**src/idq_pkg.sv**
```systemverilog
// ----------------------------------------------------------------------------
// idq_pkg
// Shared types and constants for the id queue with removal by key.
// ----------------------------------------------------------------------------
package idq_pkg;

	localparam int DEPTH_DEF    = 16;
	localparam int ID_WIDTH_DEF = 16;
	localparam int ID_MAX_W     = 32;
	localparam int ITEM_ID_W    = 16;
	localparam int OCC_W        = 5;

	typedef enum logic [1:0] {
		ACT_ENQ  = 2'd0,
		ACT_DEQ  = 2'd1,
		ACT_REM  = 2'd2,
		ACT_PEEK = 2'd3
	} action_t;

	typedef enum logic [1:0] {
		ST_OK      = 2'd0,
		ST_EMPTY   = 2'd1,
		ST_FULL    = 2'd2,
		ST_MISSING = 2'd3
	} status_t;

	typedef enum logic [2:0] {
		S_IDLE,
		S_HEAD,
		S_SCAN,
		S_SHIFT,
		S_FINISH
	} fsm_t;

	typedef struct packed {
		action_t                action;
		logic [ITEM_ID_W-1:0]   item_id;
	} req_t;

	typedef struct packed {
		logic [ITEM_ID_W-1:0]   out_id;
		logic                   out_valid;
		logic [OCC_W-1:0]       occupancy;
		status_t                status;
	} rsp_t;

endpackage

```
**src/idq_ram.sv**
```systemverilog
// ----------------------------------------------------------------------------
// idq_ram
// Single write port, single read port entry store with registered read data.
// ----------------------------------------------------------------------------
module idq_ram #(
	parameter int DEPTH    = idq_pkg::DEPTH_DEF,
	parameter int ID_WIDTH = idq_pkg::ID_WIDTH_DEF
) (
	input  logic                     clk,
	input  logic                     we,
	input  logic [$clog2(DEPTH)-1:0] waddr,
	input  logic [ID_WIDTH-1:0]      wdata,
	input  logic [$clog2(DEPTH)-1:0] raddr,
	output logic [ID_WIDTH-1:0]      rdata
);

	logic [ID_WIDTH-1:0] mem [DEPTH];

	always_ff @(posedge clk) begin
		if (we) begin
			mem[waddr] <= wdata;
		end
	end

	always_ff @(posedge clk) begin
		rdata <= mem[raddr];
	end

endmodule

```
**src/id_fifo_with_removal.sv**
```systemverilog
// ----------------------------------------------------------------------------
// id_fifo_with_removal
// Bounded first-in first-out queue of ids with enqueue, dequeue, peek and
// removal of the first matching id, gap closed in place.
// ----------------------------------------------------------------------------
// enqueue goes straight to the result; dequeue and peek first read the head entry
// (not on an empty queue); remove does one ram read per cycle: scan to the match,
// then one shift per entry
// one item is in flight at a time; the next is taken once the result is queued
// in the output register, which can hold while the next item is accepted
// reset clears count, head and control state; entries stay unwritten
// ----------------------------------------------------------------------------
module id_fifo_with_removal #(
	parameter int DEPTH    = idq_pkg::DEPTH_DEF,
	parameter int ID_WIDTH = idq_pkg::ID_WIDTH_DEF
) (
	input  logic           clk,
	input  logic           arst_n,
	input  logic           req_valid,
	output logic           req_stall,
	input  idq_pkg::req_t  req,
	output logic           rsp_valid,
	input  logic           rsp_stall,
	output idq_pkg::rsp_t  rsp
);

	localparam int AW = $clog2(DEPTH);
	localparam int CW = $clog2(DEPTH + 1);
	localparam int TW = CW + 1;

	function automatic logic [AW-1:0] ptr_inc(input logic [AW-1:0] p);
		ptr_inc = (p == AW'(DEPTH - 1)) ? '0 : p + AW'(1);
	endfunction

	idq_pkg::fsm_t           state_q, state_d;
	logic [AW-1:0]           head_q, head_d;
	logic [CW-1:0]           count_q, count_d;
	idq_pkg::action_t        act_q, act_d;
	logic [ID_WIDTH-1:0]     id_q, id_d;
	logic [CW-1:0]           idx_q, idx_d;
	logic [AW-1:0]           ptr_q, ptr_d;
	logic [ID_WIDTH-1:0]     res_id_q, res_id_d;
	logic                    res_valid_q, res_valid_d;
	idq_pkg::status_t        res_status_q, res_status_d;
	idq_pkg::rsp_t           out_q;
	logic                    out_full_q;
	logic                    out_load;

	logic                    we;
	logic [AW-1:0]           waddr;
	logic [ID_WIDTH-1:0]     wdata;
	logic [AW-1:0]           raddr;
	logic [ID_WIDTH-1:0]     rdata;

	logic [idq_pkg::ID_MAX_W-1:0] id_ext;
	logic [idq_pkg::ID_MAX_W-1:0] res_ext;
	logic [idq_pkg::ID_MAX_W-1:0] count_ext;
	logic [ID_WIDTH-1:0]     id_in;
	logic [TW-1:0]           tail_sum;
	logic [AW-1:0]           tail;
	logic                    accept;
	logic                    scan_last;
	logic                    shift_last;
	logic                    hit;
	logic [AW-1:0]           nptr;

	assign id_ext     = idq_pkg::ID_MAX_W'(req.item_id);
	assign id_in      = id_ext[ID_WIDTH-1:0];
	assign tail_sum   = TW'(head_q) + TW'(count_q);
	assign tail       = (tail_sum >= TW'(DEPTH)) ? AW'(tail_sum - TW'(DEPTH)) : AW'(tail_sum);
	assign req_stall  = state_q != idq_pkg::S_IDLE;
	assign accept     = req_valid && !req_stall;
	assign scan_last  = (idx_q + CW'(1)) == count_q;
	assign shift_last = (idx_q + CW'(2)) == count_q;
	assign hit        = rdata == id_q;
	assign nptr       = ptr_inc(ptr_q);
	assign out_load   = (state_q == idq_pkg::S_FINISH) && (!out_full_q || !rsp_stall);

	idq_ram #(
		.DEPTH    (DEPTH),
		.ID_WIDTH (ID_WIDTH)
	) u_ram (
		.clk   (clk),
		.we    (we),
		.waddr (waddr),
		.wdata (wdata),
		.raddr (raddr),
		.rdata (rdata)
	);

	// next state
	always_comb begin
		state_d = state_q;
		case (state_q)
			idq_pkg::S_IDLE: begin
				if (req_valid) begin
					if (req.action == idq_pkg::ACT_ENQ || count_q == '0) begin
						state_d = idq_pkg::S_FINISH;
					end else if (req.action == idq_pkg::ACT_REM) begin
						state_d = idq_pkg::S_SCAN;
					end else begin
						state_d = idq_pkg::S_HEAD;
					end
				end
			end
			idq_pkg::S_HEAD: begin
				state_d = idq_pkg::S_FINISH;
			end
			idq_pkg::S_SCAN: begin
				if (scan_last) begin
					state_d = idq_pkg::S_FINISH;
				end else if (hit) begin
					state_d = idq_pkg::S_SHIFT;
				end
			end
			idq_pkg::S_SHIFT: begin
				if (shift_last) begin
					state_d = idq_pkg::S_FINISH;
				end
			end
			idq_pkg::S_FINISH: begin
				if (!out_full_q || !rsp_stall) begin
					state_d = idq_pkg::S_IDLE;
				end
			end
			default: begin
				state_d = idq_pkg::S_IDLE;
			end
		endcase
	end

	// datapath and ram control
	always_comb begin
		we           = 1'b0;
		waddr        = ptr_q;
		wdata        = rdata;
		raddr        = head_q;
		head_d       = head_q;
		count_d      = count_q;
		act_d        = act_q;
		id_d         = id_q;
		idx_d        = idx_q;
		ptr_d        = ptr_q;
		res_id_d     = res_id_q;
		res_valid_d  = res_valid_q;
		res_status_d = res_status_q;
		case (state_q)
			idq_pkg::S_IDLE: begin
				act_d        = req.action;
				id_d         = id_in;
				idx_d        = '0;
				ptr_d        = head_q;
				res_id_d     = '0;
				res_valid_d  = 1'b0;
				res_status_d = idq_pkg::ST_OK;
				if (accept) begin
					if (req.action == idq_pkg::ACT_ENQ) begin
						if (count_q == CW'(DEPTH)) begin
							res_status_d = idq_pkg::ST_FULL;
						end else begin
							we      = 1'b1;
							waddr   = tail;
							wdata   = id_in;
							count_d = count_q + CW'(1);
						end
					end else if (count_q == '0) begin
						res_status_d = idq_pkg::ST_EMPTY;
					end
				end
			end
			idq_pkg::S_HEAD: begin
				res_id_d    = rdata;
				res_valid_d = 1'b1;
				if (act_q == idq_pkg::ACT_DEQ) begin
					head_d  = ptr_inc(head_q);
					count_d = count_q - CW'(1);
				end
			end
			idq_pkg::S_SCAN: begin
				raddr = nptr;
				if (hit) begin
					if (scan_last) begin
						count_d = count_q - CW'(1);
					end
				end else if (scan_last) begin
					res_status_d = idq_pkg::ST_MISSING;
				end else begin
					ptr_d = nptr;
					idx_d = idx_q + CW'(1);
				end
			end
			idq_pkg::S_SHIFT: begin
				we    = 1'b1;
				waddr = ptr_q;
				wdata = rdata;
				raddr = ptr_inc(nptr);
				ptr_d = nptr;
				idx_d = idx_q + CW'(1);
				if (shift_last) begin
					count_d = count_q - CW'(1);
				end
			end
			default: begin
			end
		endcase
	end

	always_ff @(posedge clk or negedge arst_n) begin
		if (!arst_n) begin
			state_q    <= idq_pkg::S_IDLE;
			head_q     <= '0;
			count_q    <= '0;
			out_full_q <= 1'b0;
		end else begin
			state_q <= state_d;
			head_q  <= head_d;
			count_q <= count_d;
			if (out_load) begin
				out_full_q <= 1'b1;
			end else if (!rsp_stall) begin
				out_full_q <= 1'b0;
			end
		end
	end

	assign res_ext   = idq_pkg::ID_MAX_W'(res_id_q);
	assign count_ext = idq_pkg::ID_MAX_W'(count_q);

	always_ff @(posedge clk) begin
		act_q        <= act_d;
		id_q         <= id_d;
		idx_q        <= idx_d;
		ptr_q        <= ptr_d;
		res_id_q     <= res_id_d;
		res_valid_q  <= res_valid_d;
		res_status_q <= res_status_d;
		if (out_load) begin
			out_q.out_id    <= res_ext[idq_pkg::ITEM_ID_W-1:0];
			out_q.out_valid <= res_valid_q;
			out_q.occupancy <= count_ext[idq_pkg::OCC_W-1:0];
			out_q.status    <= res_status_q;
		end
	end

	assign rsp_valid = out_full_q;
	assign rsp       = out_q;

endmodule

```
**config.mk**
```make
export PLATFORM = sky130hd
export DESIGN_NAME = id_fifo_with_removal
export DESIGN_NICKNAME = d
export VERILOG_FILES = /design/src/idq_pkg.sv /design/src/idq_ram.sv /design/src/id_fifo_with_removal.sv
export SDC_FILE = /design/constraint.sdc
export NUM_CORES = 1
export LEC_CHECK = 0
export BUFFER_PORTS_ARGS = -buffer_cell sky130_fd_sc_hd__buf_2
export CORE_MARGIN = 1
export CORE_UTILIZATION = 41
export CTS_BUF_LIST = sky130_fd_sc_hd__clkbuf_16
export DETAILED_ROUTE_END_ITERATION = 10
export MAX_ROUTING_LAYER = met4
export PLACE_DENSITY = 0.68
export SETUP_SLACK_MARGIN = 0.02
export SYNTH_ARGS = -nofsm -noshare
export SYNTH_HDL_FRONTEND = slang
export SYNTH_SLANG_ARGS = --single-unit
```
**constraint.sdc**
```tcl
create_clock -name clk -period 3.81 [get_ports clk]
set_input_delay 0.762 -clock clk [delete_from_list [all_inputs] [get_ports clk]]
set_output_delay 0.762 -clock clk [all_outputs]
set_load 0.05 [all_outputs]
```
==> results of run 1 <==
-- cells in the mapped netlist, types with 8 or more instances --
library cell,n
sky130_fd_sc_hd__a21oi_1,11
sky130_fd_sc_hd__and3_1,17
sky130_fd_sc_hd__buf_2,22
sky130_fd_sc_hd__buf_4,8
sky130_fd_sc_hd__dfrtp_1,13
sky130_fd_sc_hd__dfxtp_1,16
sky130_fd_sc_hd__edfxtp_1,326
sky130_fd_sc_hd__ha_1,12
sky130_fd_sc_hd__mux2_2,21
sky130_fd_sc_hd__mux2i_1,124
sky130_fd_sc_hd__nand2_1,26
sky130_fd_sc_hd__nand2b_1,8
sky130_fd_sc_hd__nand3_1,9
sky130_fd_sc_hd__nand4_1,10
sky130_fd_sc_hd__nor2_1,33
sky130_fd_sc_hd__o22ai_1,63
sky130_fd_sc_hd__or4_1,15
sky130_fd_sc_hd__xnor2_1,23
sky130_fd_sc_hd__xor2_1,12
-- power by group --
| part | switching [uW] | internal [uW] | total (uW) |
|---|---|---|---|
| registers | 485 | 5420 | 5900 |
| logic | 3510 | 2340 | 5860 |
| clock network | 1410 | 1820 | 3230 |
-- worst max-delay path, cell delays in order, from the launching register on --
cell	delay (ns)
sky130_fd_sc_hd__edfxtp_1	0.58
sky130_fd_sc_hd__inv_1	0.09
sky130_fd_sc_hd__ha_1	0.35
sky130_fd_sc_hd__a311oi_1	0.23
sky130_fd_sc_hd__o211ai_1	0.15
sky130_fd_sc_hd__and3_4	0.22
sky130_fd_sc_hd__o211ai_2	0.96
sky130_fd_sc_hd__o22ai_1	0.27
sky130_fd_sc_hd__or4_1	0.51
-- routing by layer --
metal  up-vias  routed length [um]
li1       3634                   -
met1      3945               13490
met2       325               15070
met3        64                2263
met4         0                 884
met5         -                   0
-- layout by cell type (no fill, tap or decap), types with 3 or more instances in the layout --
| cell type | instances |
|---|---|
| sky130_fd_sc_hd__edfxtp_1 | 326 |
| sky130_fd_sc_hd__buf_12 | 4 |
| sky130_fd_sc_hd__or4_1 | 15 |
| sky130_fd_sc_hd__clkbuf_16 | 35 |
| sky130_fd_sc_hd__dfxtp_1 | 16 |
| sky130_fd_sc_hd__clkinv_1 | 8 |
| sky130_fd_sc_hd__dfrtp_1 | 13 |
| sky130_fd_sc_hd__o21a_1 | 4 |
| sky130_fd_sc_hd__a21o_1 | 6 |
| sky130_fd_sc_hd__xnor2_1 | 23 |
| sky130_fd_sc_hd__nor2b_1 | 3 |
| sky130_fd_sc_hd__nand2_1 | 26 |
| sky130_fd_sc_hd__nand4_1 | 10 |
| sky130_fd_sc_hd__nor2_2 | 16 |
| sky130_fd_sc_hd__a21oi_1 | 9 |
| sky130_fd_sc_hd__nor2_1 | 17 |
| sky130_fd_sc_hd__and3_1 | 17 |
| sky130_fd_sc_hd__inv_1 | 11 |
| sky130_fd_sc_hd__xor2_1 | 12 |
| sky130_fd_sc_hd__clkinv_2 | 9 |
| sky130_fd_sc_hd__and2_1 | 3 |
| sky130_fd_sc_hd__o31a_1 | 3 |
| sky130_fd_sc_hd__mux2_2 | 21 |
| sky130_fd_sc_hd__o22ai_1 | 63 |
| sky130_fd_sc_hd__ha_1 | 12 |
| sky130_fd_sc_hd__nand3_1 | 9 |
| sky130_fd_sc_hd__nor3_1 | 6 |
| sky130_fd_sc_hd__nand2b_1 | 8 |
| sky130_fd_sc_hd__o211ai_2 | 3 |
| sky130_fd_sc_hd__o21ai_0 | 5 |
| sky130_fd_sc_hd__mux2i_1 | 124 |
| sky130_fd_sc_hd__buf_2 | 47 |
| sky130_fd_sc_hd__buf_4 | 39 |
-- cell families (layout without fill, tap and decap cells) --
kind of cell / count (synthesis) / count (layout) / share of synthesized area [%]
adders and majority gates: 14 / 14 / 1.318
xor gates and xnor gates: 37 / 37 / 2.402
muxes: 147 / 147 / 10.56
DFF: 355 / 355 / 72.33
other: 0 / 1 / 0
AOI/OAI and AO/OA: 124 / 124 / 6.175
and+or+nand+nor: 147 / 147 / 5.542
buffers and inverters: 45 / 159 / 1.674
-- worst paths after layout --
kind | slack, ns | endpoint | cells past startpoint | startpoint
max in group asynchronous | 3.38 | head_q[1] | 1 | arst_n
min in group clk | 0.41 | rsp[10] | 0 | res_id_q[2]
min reg2reg | 0.41 | rsp[10] | 0 | res_id_q[2]
max reg2reg | 0.31 | u_ram.rdata[14] | 8 | ptr_q[0]
max | 0.31 | u_ram.rdata[14] | 8 | ptr_q[0]
min | 0.15 | head_q[2] | 1 | arst_n
-- layout make-up --
cell class / instances / area share (%)
Antenna cell: 1 / 0.01514
Inverter: 6 / 0.1363
Clock inverter: 28 / 1.219
Multi-Input combinational cell: 469 / 23.05
Tap cell: 455 / 3.445
Timing Repair Buffer: 90 / 3.680
Sequential cell: 355 / 63.15
Clock buffer: 35 / 5.301
-- registers in the layout (all words and copies together) (netlist names) --
| register | cells |
|---|---|
| res_status_q | 2 |
| u_ram.mem | 256 |
| head_q | 4 |
| rsp | 24 |
| u_ram.rdata | 16 |
| rsp_valid | 1 |
| ptr_q | 4 |
| res_valid_q | 1 |
| count_q | 5 |
| state_q | 3 |
| id_q | 16 |
| res_id_q | 16 |
| idx_q | 5 |
| act_q | 2 |
-- metrics by stage --
step / setup slack, ns / hold WS [ns] / area, sq um / power (uW) / instances
final: 0.3062 / 0.1542 / 16520 / 14990 / 1439
after global routing: 0.2133 / 0.1648 / 16520 / 15700 / 1439
after CTS: 0.2934 / 0.1582 / 16520 / 15040 / 1438
after detailed placement: 0.3208 / 0.4045 / 15440 / 11810 / 1375
after global placement: 0.4036 / 0.4017 / 15440 / 11740 / 1375
after floorplan: 0.1114 / 0.4003 / 14430 / 10120 / 869
==> results list, run 1 <==
* Wire length of the first global-routing pass: 47.66 mm
* Die Y-Extent: 189.6 um
- Post-synth EDFFs: 326
- Worst slew margin relative to its limit: 17.51%
- Fin Setup TNS: 0 ns
* Post-route core utilization: 47.83%
- Buffer count from post-CTS setup fixing: 0
* Number of setup violations in the final report: 0
- Worst clock skew on the final layout: 0.02689 ns
- Once detail routing completed, the nets flagged for antenna violations numbered 0.
* Most heavily used metal layer in global routing: met2
* Post-cts gate resize count: 0
- The count of final max-slew check failures is 0.
- The synthesized design spends more area on one cell type than any other, namely sky130_fd_sc_hd__edfxtp_1.
- Layout cells sized above 1: 20.04%
* Syn_nets: 905
- Most frequently used flop master after synthesis: sky130_fd_sc_hd__edfxtp_1
* Ports placed on the boundary: 48
- The die covers 0.03594 sq mm.
- Post-synthesis average cell area: 16.60 sq um
- For this design the static power due to leakage is 0.006119 uW.
- Reg clk slew, reported paths: 0.06 ns
- VDD sags by at most 0.4843 mV.
* Most area-consuming cells after synthesis: sky130_fd_sc_hd__edfxtp_1 (68%), sky130_fd_sc_hd__mux2i_1 (8.6%), sky130_fd_sc_hd__o22ai_1 (2.7%)
* Total iterations of the first detailed-routing run: 5
- Routing usage on met2: 28.84%
- GR met1 Demand/Resource: 24.47%
- Port buffering added 47 buffers.
* Area growth syn-to-layout: 14.54%
- The region available for standard cell placement spans 0.03454 sq mm.
- For this run, the top clock speed supported by timing is 0.2854 GHz.
- Sequential cell area fraction in the yosys report: 72.33%
- Post-layout min period: 3.504 ns
- In this run the horizontal extent of the chip is 189.6 um.
* Overflow after GRT: 0
- Summed over all nets, the half-perimeter wirelength after detailed placement is 20.24 mm.
* Cell Area, Synth: 0.01443 sq mm
- STA classifies the critical path endpoint as a flip-flop.
- Setup repair after global routing left no endpoint under its margin.
- Global routing used 2.767% of the available met3 tracks.
- Count of clock tree sinks: 355
* Number of flip-flops and latches in the synthesized netlist: 355
- Fraction of post-synthesis cell area in the top cell type by area: 67.86%
- The initial utilization of the core area, before any placement, comes to 41.76%.
* Max Cap Violations: 0
- For this run, design rule violations remaining after detail routing come to 0.
- Of the available clock period, the critical path in the final layout requires 91.96%.
- In this run the number of H-tree levels came out at 2.
- The initialized floorplan defines 68 standard-cell rows.
- The run finished with clean final reports.
* Area taken by multi-input logic gates: 0.003809 sq mm
* Wirelength per Cell: 22.03 um
- The number of global-route vias before repair came to 7,718.
* Cts-stage hold buffer count: 0
- No sink is reached through more buffers than the 3 on the longest clock path.
- The worst setup path is launched from a flip-flop.
- Clock latency on the worst-skew pair: 0.52 ns
- Cell at the root of the clock tree: sky130_fd_sc_hd__clkbuf_16
- Worst-path fanout max: 15
- Share of flip-flops with an asynchronous set or reset: 3.662%
- The layout has 2,934 filler cells.
- Post-detailed-routing wire length: 31.70 mm
- Via density: 5.537
* Hold violation total from the final report: 0
- Summing over every cut layer, the via total after detailed routing is 7,968.
- TritonCTS built the clock tree.
* Data arrival at the endpoint of the critical path: 3.88 ns
- For this run, the post-layout net count is 993.
- At the end of routability-driven placement, the weighted congestion stood at 0.8773.
* Power density of the placed cells: 906.9 mW/mm^2
- Overall fraction of global-route tracks in use: 18.32%
* Synth warn: 0
* Sequential cell area in the final layout: 0.01044 sq mm
- Initial detailed-routing violation count: 774
- Entering global routing, the biggest net connects 42 pins.
- Data on the critical path is required at its endpoint by 4.19 ns.
* Path category of the worst min-delay check: input pin to async pin
- In this run, CTS created clock tree buffers numbering 35.
- Distinct cells, synth: 71
- Actual transition at the worst max-transition pin: 1.234 ns
- Cell count after synthesis: 869
- The initial antenna violation count is 1.
* Kind of critical path: flip-flop to flip-flop
(Power assumes the default switching activity.)
==> run 2, diff against run 1 <==
--- a/config.mk
+++ b/config.mk
@@ -5,7 +5,7 @@
 export SDC_FILE = /design/constraint.sdc
 export NUM_CORES = 1
 export LEC_CHECK = 0
-export BUFFER_PORTS_ARGS = -buffer_cell sky130_fd_sc_hd__buf_2
+export BUFFER_PORTS_ARGS = -buffer_cell sky130_fd_sc_hd__buf_4
 export CORE_MARGIN = 1
 export CORE_UTILIZATION = 41
 export CTS_BUF_LIST = sky130_fd_sc_hd__clkbuf_16
==> results list, run 2 (synthesis results as in run 1) <==
- The flow ran to the end, and the final reports show no timing, DRC or antenna violations.
- The path class of the tightest hold or removal check is input pin to async pin.
- Total iterations of the first detailed-routing run: 5 (unchanged)
- Cell Chain, Critical Path: ha_1, a31oi_2, a21boi_2, nor3_2, buf_12, buf_4, mux2i_1, o22ai_1, or4_1
- The detail-routed via count per cell came to 5.517 (-0.36%).
- The final-layout setup total negative slack came to 0 ns (unchanged).
- The worst voltage drop across the vdd grid came to 0.4525 mV (-6.6%).
- The number of buffers inserted during clock tree synthesis came to 36 (+2.9%).
- Startpoint type of the worst setup path: flip-flop
- Logic pwr share: 38.6% (-0.5 points)
- TritonCTS built the clock tree.
* Number of setup violations in the final report: 0 (unchanged)
- Count of fill cells added during filler insertion: 2,881 (-1.8%)
* RSZ-0062 raised after global routing: false
- The highest attainable clock frequency came to 0.2908 GHz (+1.9%).
- The share of total power consumed by net switching was 35.42% (-0.67 points).
* Capture point of the critical path: u_ram.rdata[12]
* Slowest library cell on the worst path: sky130_fd_sc_hd__or4_1
- Post-cts gate resize count: 0 (unchanged)
- The placed wire-length estimate after detailed placement came to 20.44 mm (+0.99%).
* Reported leakage power: 0.006229 uW (+1.8%)
- Register with the highest flop count: u_ram.mem
- The net count of the finished layout was 998 (+0.50%).
* Final RePlAce weighted congestion: 0.8517 (-2.9%)
- The flop-to-flop setup slack came to 0.37 ns (+0.06 ns).
* Worst slew margin relative to its limit: 29.26% (+12 points)
* Level count of the clock H-tree: 2 (unchanged)
- The highest cell delay on the worst timing path was 0.57 ns (-0.39 ns).
* Max-slew violation count: 0 (unchanged)
- The clock network latency to the later pin of the worst-skew pair is 0.53 ns (about the same).
- The cell family contributing the most delay on the critical path is simple AND/OR/NAND/NOR gates.
- Overflow after GRT: 0 (unchanged)
- Commonest non-fill, non-tap cells in the layout: sky130_fd_sc_hd__edfxtp_1 (326), sky130_fd_sc_hd__mux2i_1 (124), sky130_fd_sc_hd__buf_4 (89)
* Cts-stage hold buffer count: 0 (unchanged)
- The pin count of the biggest net entering global routing was 47 (+12%).
* FF-to-FF Start: ptr_q[0]
* Initial detailed-routing violation count: 664 (-14%)
* Final cell area excluding filler cells: 0.01678 sq mm (+1.6%)
* Number of antenna violations at the first check in global routing: 0 (-1)
- Power density of the placed cells: 910.8 mW/mm^2 (+0.43%)
* Max Cap Violations: 0 (unchanged)
- Number of DRC violations after detailed routing: 0 (unchanged)
- The pre-CTS setup slack was 0.4185 ns (+0.09768 ns).
* Via count of the first global-routing pass: 7,765 (+0.61%)
- The slew at the pin closest to its max-slew limit is 1.058 ns (-0.1758 ns).
- The total via count after detailed routing came to 7,967 (-0.013%).
- Area growth syn-to-layout: 16.32%
- The worst register-to-register path ends at u_ram.rdata[12].
* Flip-flop count of the largest register after layout: 256 (unchanged)
- The post-CTS setup-driven buffer insertion count is 0 (unchanged).
- The number of rows created at floorplan came to 68 (unchanged).
- Cell at the root of the clock tree: sky130_fd_sc_hd__clkbuf_16
- The worst clock skew on the final layout is 0.01741 ns (-0.009476 ns).
* Clk pwr share: 22.8% (+1.3 points)
* Worst-path fanout max: 46 (+31)
- Power Internal: 9871 uW (+3.1%)
- The final antenna-violating net count came to 0 (unchanged).
- The total track usage was 18.17% (-0.15 points).
* Worst setup path startpoint: ptr_q[0]
- Overall Power: 15,280 uW (+2.0%)
- Post-detailed-routing wire length: 31.34 mm (-1.1%)
- Die width: 189.6 um (unchanged)
- The area of the core is 0.03454 sq mm (unchanged).
* Instance count after placement with tap cells included: 1,379 (+0.29%)
- Area post-placement: 0.01560 sq mm (+1.0%)
* Combined buffer and inverter count along the critical path: 2 (+1)
- The clock-pin slew of the registers on the worst-case setup and hold paths was 0.06 ns (about the same).
* Nature of the critical path endpoint: flip-flop
- Data arrival at the endpoint of the critical path: 3.83 ns (-0.05 ns)
- The number of I/O pins came to 48 (unchanged).
- Wirelength per Cell: 21.70 um (-1.5%)
- The die boundary height is 189.6 um (unchanged).
- Post-layout min period: 3.439 ns (-0.06470 ns)
- Wire length of the first global-routing pass: 47.44 mm (-0.46%)
- Sequential share of power: 38.6% (-0.8 points)
- Layout cells sized above 1: 19.92% (-0.12 points)
- The worst-case clock buffer depth came to 3 (unchanged).
* Number of cells on the critical path: 9 (+1)
* Worst Reg2Reg Path Length in Cells: 9 (+1)
* Port Buffer Count: 47 (unchanged)
* Setup slack of the critical path after layout: 0.3709 ns (+0.06470 ns)
- The final count of hold timing violations was 0 (unchanged).
- Kind of critical path: flip-flop to flip-flop
* Commonest non-fill, non-tap cell in the layout: sky130_fd_sc_hd__edfxtp_1
- Post-Layout Cell Count: 1,444 (+0.35%)
* Switching pwr: 5414 uW (about the same)
* Initial core utilization: 41.76% (unchanged)
* Die footprint: 0.03594 sq mm (unchanged)
- Endpoint required time on the critical path: 4.20 ns (about the same)
- The number of clock sinks was 355 (unchanged).
* Ant. Diodes: 0 (-1)
- The post-route clock period utilization is 90.27% (-1.7 points).
run 2: cell count changes in the layout (fill, tap and decap cells not counted), sizes merged:
cell      before  now
clkinv        19   15
clkbuf        35   36
diode          1    0
clkinvlp       2    0
inv           11   15
buf           90   94
bufinv         2    5
run 2: layout make-up:
class                           instances  area (sq um)  area share, %
Timing Repair Buffer                   94         768.2          4.578
Multi-Input combinational cell        469          3809          22.70
Clock buffer                           36         900.9          5.368
Sequential cell                       355         10440          62.18
Tap cell                              455         569.3          3.392
Clock inverter                         29         276.5          1.648
Inverter                                6         22.52         0.1342
run 2: how the worst min path moves through the flow:
stage,end
2_1_floorplan,rsp[0]
3_3_place_gp,rsp[19]
3_5_place_dp,rsp[18]
4_1_cts,head_q[0]
5_1_grt,head_q[2]
6_report,head_q[0]
run 2: through the flow:
step	hold slack, ns	utilization [%]
global route	0.08777	48.58
CTS	0.07940	48.58
detailed placement	0.4045	45.17
global placement	0.4014	45.17
floorplan	0.4003	-
finish	0.08689	48.58
run 2: metal layers:
| layer | routed length [um] | track usage (%) | vias to the layer above |
|---|---|---|---|
| met5 | 0 | - | - |
| met4 | 778 | 5.583 | 0 |
| met3 | 2194 | 3.228 | 63 |
| met2 | 15210 | 29.23 | 295 |
| met1 | 13150 | 23.51 | 3974 |
| li1 | - | - | 3635 |
run 2: power groups by stage:
stage,Combinational (uW),Sequential [uW],Clock (uW)
final,5900,5890,3490
after global routing,6360,5960,3680
after CTS,5900,5890,3540
after detailed placement,5880,5960,0
after global placement,5800,5940,0
after floorplan,4260,5860,0
